`config.mk`:
```
export PLATFORM = sky130hd
export DESIGN_NAME = circular_feathered_alpha_mask
export DESIGN_NICKNAME = d
export VERILOG_FILES = /design/src/rtl/cfam_pkg.sv /design/src/rtl/cfam_front.sv /design/src/rtl/cfam_sqrt_step.sv /design/src/rtl/cfam_shade.sv /design/src/rtl/circular_feathered_alpha_mask.sv
export SDC_FILE = /design/constraint.sdc
export NUM_CORES = 2
export LEC_CHECK = 0
export ABC_AREA = 0
export BUFFER_PORTS_ARGS = -buffer_cell sky130_fd_sc_hd__buf_2
export CAP_MARGIN = 20
export CORE_UTILIZATION = 57
export DETAILED_ROUTE_END_ITERATION = 8
export PLACE_DENSITY = 0.73
export SLEW_MARGIN = 0
export SYNTH_ARGS = -nofsm -noshare
export SYNTH_HDL_FRONTEND = slang
export SYNTH_SLANG_ARGS = --single-unit
```
`constraint.sdc`:
```
create_clock -name i_clk -period 8.8 [get_ports i_clk]
set_clock_uncertainty 0.1 [all_clocks]
set_input_delay 1.76 -clock i_clk [delete_from_list [all_inputs] [get_ports i_clk]]
set_output_delay 1.76 -clock i_clk [all_outputs]
set_load 0.02 [all_outputs]
```
`src/rtl/cfam_pkg.sv`:
```
// Shared types and constants for the circular feathered alpha mask.
package cfam_pkg;

    // Field and register widths.
    localparam int COORD_W    = 12;
    localparam int DIM_W      = 13;
    localparam int RADIUS_W   = 20;
    localparam int PIX_W      = 8;
    localparam int CFG_IDX_W  = 2;
    localparam int CFG_DATA_W = 20;

    // Distance datapath widths.
    localparam int SQ_W       = 24;
    localparam int D2_W       = 25;
    localparam int RAD_W      = 42;
    localparam int ROOT_W     = 21;
    localparam int REM_W      = 23;
    localparam int SQRT_STEPS = 21;
    localparam int OFF_W      = 22;
    localparam int BAND_W     = 11;

    // Configuration register indexes.
    localparam logic [CFG_IDX_W-1:0] REG_WIDTH  = 2'd0;
    localparam logic [CFG_IDX_W-1:0] REG_HEIGHT = 2'd1;
    localparam logic [CFG_IDX_W-1:0] REG_RADIUS = 2'd2;

    // Feather band: five pixels in Q8, and the alpha ramp.
    localparam logic [OFF_W-1:0] FEATHER_Q8  = 22'd1280;
    localparam logic [15:0]      FULL_Q8     = 16'd65280;
    localparam logic [5:0]       ALPHA_SLOPE = 6'd51;
    localparam logic [PIX_W-1:0] PIX_WHITE   = 8'hFF;
    localparam logic [PIX_W-1:0] ALPHA_CLEAR = 8'h00;

    typedef struct packed {
        logic [PIX_W-1:0] red;
        logic [PIX_W-1:0] green;
        logic [PIX_W-1:0] blue;
        logic [PIX_W-1:0] alpha;
    } t_pixel;

    // One item in flight through the square root pipeline.
    typedef struct packed {
        logic [D2_W-1:0]   d2;
        logic [ROOT_W-1:0] root;
        logic [REM_W-1:0]  rem;
        t_pixel            pix;
    } t_sq_item;

    typedef enum logic [1:0] {
        ZONE_IN,
        ZONE_BAND,
        ZONE_OUT
    } t_zone;

endpackage

```
`src/rtl/cfam_front.sv`:
```
// Front stages: centre offsets, squares and the squared distance.
module cfam_front (
    input  logic                          i_clk,
    input  logic                          i_rst_n,
    input  logic                          i_valid,
    output logic                          o_ready,
    input  logic [cfam_pkg::COORD_W-1:0]  i_col,
    input  logic [cfam_pkg::COORD_W-1:0]  i_row,
    input  cfam_pkg::t_pixel              i_pix,
    input  logic [cfam_pkg::COORD_W-1:0]  i_half_w,
    input  logic [cfam_pkg::COORD_W-1:0]  i_half_h,
    output logic                          o_valid,
    input  logic                          i_ready,
    output cfam_pkg::t_sq_item            o_item
);
    import cfam_pkg::*;

    logic                    r_va;
    logic                    r_vb;
    logic                    r_vc;
    logic                    rdy_a;
    logic                    rdy_b;
    logic                    rdy_c;
    logic signed [DIM_W-1:0] r_dx;
    logic signed [DIM_W-1:0] r_dy;
    t_pixel                  r_pix_a;
    logic [SQ_W-1:0]         r_sqx;
    logic [SQ_W-1:0]         r_sqy;
    t_pixel                  r_pix_b;
    t_sq_item                r_item;
    logic signed [DIM_W-1:0] n_dx;
    logic signed [DIM_W-1:0] n_dy;
    logic signed [2*DIM_W-1:0] prod_x;
    logic signed [2*DIM_W-1:0] prod_y;
    t_sq_item                n_item;

    // A stage takes a new transfer when it is empty or its successor moves.
    assign rdy_c   = !r_vc || i_ready;
    assign rdy_b   = !r_vb || rdy_c;
    assign rdy_a   = !r_va || rdy_b;
    assign o_ready = rdy_a;
    assign o_valid = r_vc;
    assign o_item  = r_item;

    always_ff @(posedge i_clk) begin
        if (!i_rst_n) begin
            r_va <= 1'b0;
            r_vb <= 1'b0;
            r_vc <= 1'b0;
        end else begin
            if (rdy_a) r_va <= i_valid;
            if (rdy_b) r_vb <= r_va;
            if (rdy_c) r_vc <= r_vb;
        end
    end

    // Stage A: signed offsets from the image centre.
    assign n_dx = $signed({1'b0, i_col}) - $signed({1'b0, i_half_w});
    assign n_dy = $signed({1'b0, i_row}) - $signed({1'b0, i_half_h});

    always_ff @(posedge i_clk) begin
        if (rdy_a && i_valid) begin
            r_dx    <= n_dx;
            r_dy    <= n_dy;
            r_pix_a <= i_pix;
        end
    end

    // Stage B: squares; each magnitude is below 4096, so 24 bits hold them.
    assign prod_x = r_dx * r_dx;
    assign prod_y = r_dy * r_dy;

    always_ff @(posedge i_clk) begin
        if (rdy_b && r_va) begin
            r_sqx   <= prod_x[SQ_W-1:0];
            r_sqy   <= prod_y[SQ_W-1:0];
            r_pix_b <= r_pix_a;
        end
    end

    // Stage C: squared distance, square root state cleared.
    always_comb begin
        n_item      = '0;
        n_item.d2   = {1'b0, r_sqx} + {1'b0, r_sqy};
        n_item.pix  = r_pix_b;
    end

    always_ff @(posedge i_clk) begin
        if (rdy_c && r_vb) begin
            r_item <= n_item;
        end
    end

endmodule

```
`src/rtl/cfam_sqrt_step.sv`:
```
// One pipelined digit step of the restoring integer square root.
module cfam_sqrt_step #(
    parameter int STEP = 0
) (
    input  logic               i_clk,
    input  logic               i_rst_n,
    input  logic               i_valid,
    output logic               o_ready,
    input  cfam_pkg::t_sq_item i_item,
    output logic               o_valid,
    input  logic               i_ready,
    output cfam_pkg::t_sq_item o_item
);
    import cfam_pkg::*;

    logic [RAD_W-1:0]   rad;
    logic [1:0]         pair;
    logic [REM_W+1:0]   rem_sh;
    logic [REM_W+1:0]   trial;
    logic [REM_W+1:0]   diff;
    t_sq_item           n_item;
    logic               r_valid;
    t_sq_item           r_item;

    // The radicand is the squared distance scaled by 2^16.
    assign rad  = {1'b0, i_item.d2, 16'b0};
    assign pair = rad[RAD_W-1-2*STEP -: 2];

    // Bring in the next two radicand bits and try the next root bit.
    assign rem_sh = {i_item.rem, pair};
    assign trial  = {{(REM_W-ROOT_W){1'b0}}, i_item.root, 2'b01};
    assign diff   = rem_sh - trial;

    always_comb begin
        n_item = i_item;
        if (rem_sh >= trial) begin
            n_item.rem  = diff[REM_W-1:0];
            n_item.root = {i_item.root[ROOT_W-2:0], 1'b1};
        end else begin
            n_item.rem  = rem_sh[REM_W-1:0];
            n_item.root = {i_item.root[ROOT_W-2:0], 1'b0};
        end
    end

    // Pipeline register with its valid bit.
    assign o_ready = !r_valid || i_ready;
    assign o_valid = r_valid;
    assign o_item  = r_item;

    always_ff @(posedge i_clk) begin
        if (!i_rst_n) begin
            r_valid <= 1'b0;
        end else if (o_ready) begin
            r_valid <= i_valid;
        end
    end

    always_ff @(posedge i_clk) begin
        if (o_ready && i_valid) begin
            r_item <= n_item;
        end
    end

`ifndef NO_ASSERTIONS
    // The partial remainder never exceeds twice the partial root.
    a_rem_bound: assert property (@(posedge i_clk) disable iff (!i_rst_n)
        r_valid |-> r_item.rem <= {{(REM_W-ROOT_W-1){1'b0}}, r_item.root, 1'b0})
        else $error("square root remainder out of range");
`endif

endmodule

```
`src/rtl/cfam_shade.sv`:
```
// Back stages: offset from the radius, zone decision and alpha ramp.
module cfam_shade (
    input  logic                          i_clk,
    input  logic                          i_rst_n,
    input  logic                          i_valid,
    output logic                          o_ready,
    input  cfam_pkg::t_sq_item            i_item,
    input  logic [cfam_pkg::RADIUS_W-1:0] i_radius,
    output logic                          o_valid,
    input  logic                          i_ready,
    output cfam_pkg::t_pixel              o_pix
);
    import cfam_pkg::*;

    logic              r_v1;
    logic              r_v2;
    logic              rdy1;
    logic              rdy2;
    t_zone             r_zone;
    logic [BAND_W-1:0] r_off;
    t_pixel            r_pix1;
    t_pixel            r_pix_out;
    logic [OFF_W-1:0]  off;
    t_zone             n_zone;
    logic [16:0]       slope_prod;
    logic [15:0]       ramp;
    t_pixel            n_pix;

    assign rdy2    = !r_v2 || i_ready;
    assign rdy1    = !r_v1 || rdy2;
    assign o_ready = rdy1;
    assign o_valid = r_v2;
    assign o_pix   = r_pix_out;

    always_ff @(posedge i_clk) begin
        if (!i_rst_n) begin
            r_v1 <= 1'b0;
            r_v2 <= 1'b0;
        end else begin
            if (rdy1) r_v1 <= i_valid;
            if (rdy2) r_v2 <= r_v1;
        end
    end

    // Stage 1: signed offset of the distance past the radius.
    assign off = {1'b0, i_item.root} - {2'b0, i_radius};

    always_comb begin
        if (off[OFF_W-1]) begin
            n_zone = ZONE_IN;
        end else if (off > FEATHER_Q8) begin
            n_zone = ZONE_OUT;
        end else begin
            n_zone = ZONE_BAND;
        end
    end

    always_ff @(posedge i_clk) begin
        if (rdy1 && i_valid) begin
            r_zone <= n_zone;
            r_off  <= off[BAND_W-1:0];
            r_pix1 <= i_item.pix;
        end
    end

    // Stage 2: alpha is floor((255*256 - 51*off) / 256) inside the band.
    assign slope_prod = {6'b0, r_off} * {11'b0, ALPHA_SLOPE};
    assign ramp       = FULL_Q8 - slope_prod[15:0];

    always_comb begin
        n_pix = r_pix1;
        case (r_zone)
            ZONE_IN: begin
                n_pix = r_pix1;
            end
            ZONE_BAND: begin
                n_pix.alpha = ramp[15:8];
            end
            ZONE_OUT: begin
                n_pix.red   = PIX_WHITE;
                n_pix.green = PIX_WHITE;
                n_pix.blue  = PIX_WHITE;
                n_pix.alpha = ALPHA_CLEAR;
            end
            default: begin
                n_pix = r_pix1;
            end
        endcase
    end

    always_ff @(posedge i_clk) begin
        if (rdy2 && r_v1) begin
            r_pix_out <= n_pix;
        end
    end

`ifndef NO_ASSERTIONS
    // A pixel classed in the band has an offset no larger than five pixels.
    a_band_limit: assert property (@(posedge i_clk) disable iff (!i_rst_n)
        r_v1 && (r_zone == ZONE_BAND) |-> {{(OFF_W-BAND_W){1'b0}}, r_off} <= FEATHER_Q8)
        else $error("band offset beyond feather limit");
`endif

endmodule

```
`src/rtl/circular_feathered_alpha_mask.sv`:
```
// Top level of the circular feathered alpha mask.
//
//  channel   direction  handshake                 payload
//  pixel in  input      i_valid / o_ready         i_col, i_row, i_*_in
//  pixel out output     o_valid / i_ready         o_*_out
//  config    input      i_cfg_valid / o_cfg_ready i_cfg_index, i_cfg_data
//
// One pixel per clock is accepted while the output is not stalled; each pixel
// passes 3 front stages, 21 square root stages and 2 shading stages.
// Every stage has its own valid bit and takes a transfer when it is empty or
// its successor moves, so a stalled output holds while bubbles fill up.
// Reset is synchronous; it empties the pipeline and restores the registers.
// The configuration port is always ready.
module circular_feathered_alpha_mask #(
    parameter int MAX_DIM = 4096
) (
    input  logic                            i_clk,
    input  logic                            i_rst_n,
    input  logic                            i_valid,
    output logic                            o_ready,
    input  logic [cfam_pkg::COORD_W-1:0]    i_col,
    input  logic [cfam_pkg::COORD_W-1:0]    i_row,
    input  logic [cfam_pkg::PIX_W-1:0]      i_red_in,
    input  logic [cfam_pkg::PIX_W-1:0]      i_green_in,
    input  logic [cfam_pkg::PIX_W-1:0]      i_blue_in,
    input  logic [cfam_pkg::PIX_W-1:0]      i_alpha_in,
    output logic                            o_valid,
    input  logic                            i_ready,
    output logic [cfam_pkg::PIX_W-1:0]      o_red_out,
    output logic [cfam_pkg::PIX_W-1:0]      o_green_out,
    output logic [cfam_pkg::PIX_W-1:0]      o_blue_out,
    output logic [cfam_pkg::PIX_W-1:0]      o_alpha_out,
    input  logic                            i_cfg_valid,
    output logic                            o_cfg_ready,
    input  logic [cfam_pkg::CFG_IDX_W-1:0]  i_cfg_index,
    input  logic [cfam_pkg::CFG_DATA_W-1:0] i_cfg_data
);
    import cfam_pkg::*;

    localparam logic [31:0] MAX_DIM_U     = 32'(MAX_DIM);
    localparam logic [31:0] RST_RAD_FULL  = (MAX_DIM_U / 32'd2) * 32'd256;
    localparam logic [DIM_W-1:0]    RST_DIM    = MAX_DIM_U[DIM_W-1:0];
    localparam logic [RADIUS_W-1:0] RST_RADIUS = RST_RAD_FULL[RADIUS_W-1:0];

    logic [DIM_W-1:0]    r_width;
    logic [DIM_W-1:0]    r_height;
    logic [RADIUS_W-1:0] r_radius;
    t_pixel              in_pix;
    t_pixel              out_pix;
    t_sq_item            sq_item  [SQRT_STEPS+1];
    logic                sq_valid [SQRT_STEPS+1];
    logic                sq_ready [SQRT_STEPS+1];

    // Configuration registers; indexes beyond the list are ignored.
    assign o_cfg_ready = 1'b1;

    always_ff @(posedge i_clk) begin
        if (!i_rst_n) begin
            r_width  <= RST_DIM;
            r_height <= RST_DIM;
            r_radius <= RST_RADIUS;
        end else if (i_cfg_valid) begin
            case (i_cfg_index)
                REG_WIDTH:  r_width  <= i_cfg_data[DIM_W-1:0];
                REG_HEIGHT: r_height <= i_cfg_data[DIM_W-1:0];
                REG_RADIUS: r_radius <= i_cfg_data[RADIUS_W-1:0];
                default: begin
                end
            endcase
        end
    end

    assign in_pix = '{red: i_red_in, green: i_green_in, blue: i_blue_in,
                      alpha: i_alpha_in};

    // Squared distance from the centre.
    cfam_front u_front (
        .i_clk    (i_clk),
        .i_rst_n  (i_rst_n),
        .i_valid  (i_valid),
        .o_ready  (o_ready),
        .i_col    (i_col),
        .i_row    (i_row),
        .i_pix    (in_pix),
        .i_half_w (r_width[DIM_W-1:1]),
        .i_half_h (r_height[DIM_W-1:1]),
        .o_valid  (sq_valid[0]),
        .i_ready  (sq_ready[0]),
        .o_item   (sq_item[0])
    );

    // Square root, one result bit per stage.
    for (genvar s = 0; s < SQRT_STEPS; s++) begin : g_sqrt
        cfam_sqrt_step #(.STEP(s)) u_step (
            .i_clk   (i_clk),
            .i_rst_n (i_rst_n),
            .i_valid (sq_valid[s]),
            .o_ready (sq_ready[s]),
            .i_item  (sq_item[s]),
            .o_valid (sq_valid[s+1]),
            .i_ready (sq_ready[s+1]),
            .o_item  (sq_item[s+1])
        );
    end

    // Zone decision and output register.
    cfam_shade u_shade (
        .i_clk    (i_clk),
        .i_rst_n  (i_rst_n),
        .i_valid  (sq_valid[SQRT_STEPS]),
        .o_ready  (sq_ready[SQRT_STEPS]),
        .i_item   (sq_item[SQRT_STEPS]),
        .i_radius (r_radius),
        .o_valid  (o_valid),
        .i_ready  (i_ready),
        .o_pix    (out_pix)
    );

    assign o_red_out   = out_pix.red;
    assign o_green_out = out_pix.green;
    assign o_blue_out  = out_pix.blue;
    assign o_alpha_out = out_pix.alpha;

`ifndef NO_ASSERTIONS
    // Input back-pressure only arises from a full pipeline behind a stalled output.
    a_full_stall: assert property (@(posedge i_clk) disable iff (!i_rst_n)
        !o_ready |-> o_valid && !i_ready)
        else $error("input stalled without a stalled output");

    // Reset empties the pipeline.
    a_reset_empty: assert property (@(posedge i_clk)
        !i_rst_n |=> !o_valid)
        else $error("result offered right after reset");
`endif

endmodule
```
==> out/results.tsv <==
stage	metric	value	unit
grt	grt_pass1_vias	47700	
power	p_per_area	317	mW/mm^2
critical_path	timing.critical_path.cells	buf_2, and3b_1, and3_1, and3_1, and2_1, nand3_1, nor3_1, and3_1, nand2_1, buf_2	
sta	min_period	6.95	ns
synth	synth_top_area_frac	0.610	
grt	grt_max_degree	79	
die	dieArea	0.152	mm^2
die	die-height	390	um
critical_path	cp.arrival	5.09	ns
route	totalWireLength	149000	um
synth	synth_top_area_cell	edfxtp_1	
cts	clk_path_buf_depth	3	
critical_path	worst_path_dominant_cell_family	simple AND/OR/NAND/NOR gates	
cts	cts_resized	0	
critical_path	path_common_cell	and3_1	
critical_path	crit_required	6.94	ns
synth	synth_ff_type	edfxtp_1	
sta	maxSlewHeadroom	0.257	
die	io_pins	118	
min_path	hold_path.class	flip-flop to flip-flop	
synth	synth_enable_flop_cells	1739	
synth	synth_common_cells	1739 x edfxtp_1, 789 x inv_1, 477 x ha_1, 459 x nand2_1, 307 x nor2_1	
layout	nets	7359	
cts	cts_hold_buf	0	
sta	fmax	0.144	GHz
critical_path	r2r_slack	1.99	ns
synth	synthCells	6271	
cts	clock-sinks	1809	
layout	multi_input_area	0.0289	mm^2
power	leakagePower	35.9	nW
power	peakVddDrop	0.872	mV
route	drt_iter0_drc	2618	
sta	slew_viol_final	0	
synth	yosys_warnings	0	
cts	ctsRootBufferMaster	clkbuf_16	
cts	cts_tree	built	
placed_design	place_ws	1.88	ns
synth	yosys-top-cells-area	edfxtp_1 61%, ha_1 7.0%, fa_1 6.8%	
die	initial_core_util	0.577	
critical_path	criticalPathCategory	input port to primary output	
run_status	status	finished, final reports clean	
critical_path	worst_path_max_delay_cell	nor3_1	
cts	htree_num_levels	4	
critical_path	crit_fanout	7	
cts	cts.clk_slew.worst_paths	0.06	ns
synth	synth_area_per_cell	13.7	um^2
critical_path	endpoint_kind	primary output	
layout	layout-drive-gt1-share	0.0809	
route	ant_nets	0	
grt	overflow	0	
synth	async_reset_ff_frac	0	
critical_path	max_stage_delay	0.75	ns
sta	setup_ws	1.85	ns
route	drc	0	
die	core	0.148	mm^2
sta	grt_setup_unrepaired	false	
synth	yosys.cell_count.top_type	edfxtp_1	
sta	hold_viol	0	
cts	numCtsBuffers	177	
layout	area_growth	10.6	%
synth	synth_area	0.0856	mm^2
grt	grt_first_pass_wirelength	244000	um
grt	antenna_found_initial	3	
sta	setup_viol_count_final	0	
layout	fillCellCount	10800	
grt	gr-usage-all-layers	0.202	
die	rows	141	
flow_run	maxCapViolCount	0	
sta	min_period_over_period	0.790	
synth	ys_seq_area_frac	0.626	
route	avgRoutedWirePerCell	17.2	um
synth	synth.distinct_cells	88	
synth	synth-seq-cells	1809	
die	fp.dieW	390	um
critical_path	start_kind	input port	
sta	worstMarginPinSlew	1.11	ns
placed_design	gp_congestion	0.888	
critical_path	path_buf_inv	2	
route	dr.pass1.iters	8	
layout	seq_area	0.0536	mm^2
cts	postCtsSetupRepairBufs	0	
placed_design	hpwl	106000	um
route	num_vias	46300	
sta	tns	0	ns
cts	worstSkewPairLatency	0.82	ns
placed_design	port_buffers	116	
route	viasPerCell	5.35	
[power by group]
group	switching [mW]	internal (mW)	leakage, nW
Sequential	0.142	10.2	16.2
Combinational	6.66	5.50	16.9
Clock	3.23	4.26	2.83
[registers in the layout, summed over array words and instances, names as in the netlist, 13 cells and up]
register	count
g_sqrt.u_step.o_item	1469
u_front.o_item	57
u_front.n_item	32
u_front.r_pix_a	32
u_shade.o_pix	32
u_shade.r_pix1	32
u_front.r_sqx	23
u_front.r_sqy	23
g_sqrt.u_step.o_valid	21
r_radius	20
u_front.r_dx	13
u_front.r_dy	13
[per-stage QoR]
stage          power (mW)  cells  hold WS [ns]   util  area [um^2]
2_1_floorplan        20.0   6272         0.300      -        85600
3_3_place_gp         22.4   8327         0.301  0.599        88900
3_5_place_dp         22.7   8327         0.305  0.599        88900
4_1_cts              30.4   8652         0.296  0.638        94700
5_1_grt              32.3   8654         0.297  0.639        94700
6_report             30.0   8655         0.298  0.639        94700
[metal layers]
layer  GRT usage  vias up  part of all wire
li1            -    22700                 -
met1       0.262    22400              0.44
met2       0.342      837              0.48
met3      0.0296      304             0.039
met4      0.0825        2             0.040
met5           0        -          0.000087
[worst paths after layout]
path                               startpoint                          end  cells past startpoint
setup / recovery                      i_ready                      o_ready                     10
hold / removal    g_sqrt[7].u_step.o_item[80]  g_sqrt[8].u_step.o_item[80]                      0
setup reg to reg              u_front.r_dx[1]            u_front.r_sqx[23]                     21
hold reg to reg   g_sqrt[7].u_step.o_item[80]  g_sqrt[8].u_step.o_item[80]                      0
[layout by cell type (no fill, tap or decap), types with 50 or more instances in the layout]
cell type	n
a21boi_0	57
a21o_1	69
a21oi_1	208
and2_1	50
buf_2	116
clkbuf_16	177
dfxtp_1	70
edfxtp_1	1739
fa_1	293
ha_1	477
inv_1	789
nand2_1	459
nand2b_1	53
nand3_1	75
nor2_1	307
nor2b_1	65
nor3_1	132
nor4_1	60
o21a_1	87
o21ai_0	208
or3_1	54
xnor2_1	211
xor2_1	196
[logic make-up after synthesis]
kind of cell    after synthesis  share of synthesized area
compound gates              903                     0.0673
xor+xnor                    408                     0.0419
fa+ha+maj                   770                      0.138
buf+inv                     889                     0.0391
flops                      1809                      0.626
mux                          39                    0.00510
other cells                   2                  0.0000877
simple gates               1451                     0.0822
[cell type report]
class,instances,share of cell area
Clock buffer,214,0.0487
Antenna cell,1,0.0000264
Tap cell,2002,0.0264
Clock inverter,111,0.0130
Timing Repair Buffer,154,0.00940
Multi-Input combinational cell,3574,0.305
Sequential cell,1809,0.566
Inverter,790,0.0313
Note: power is estimated with default switching activity, not from simulation.
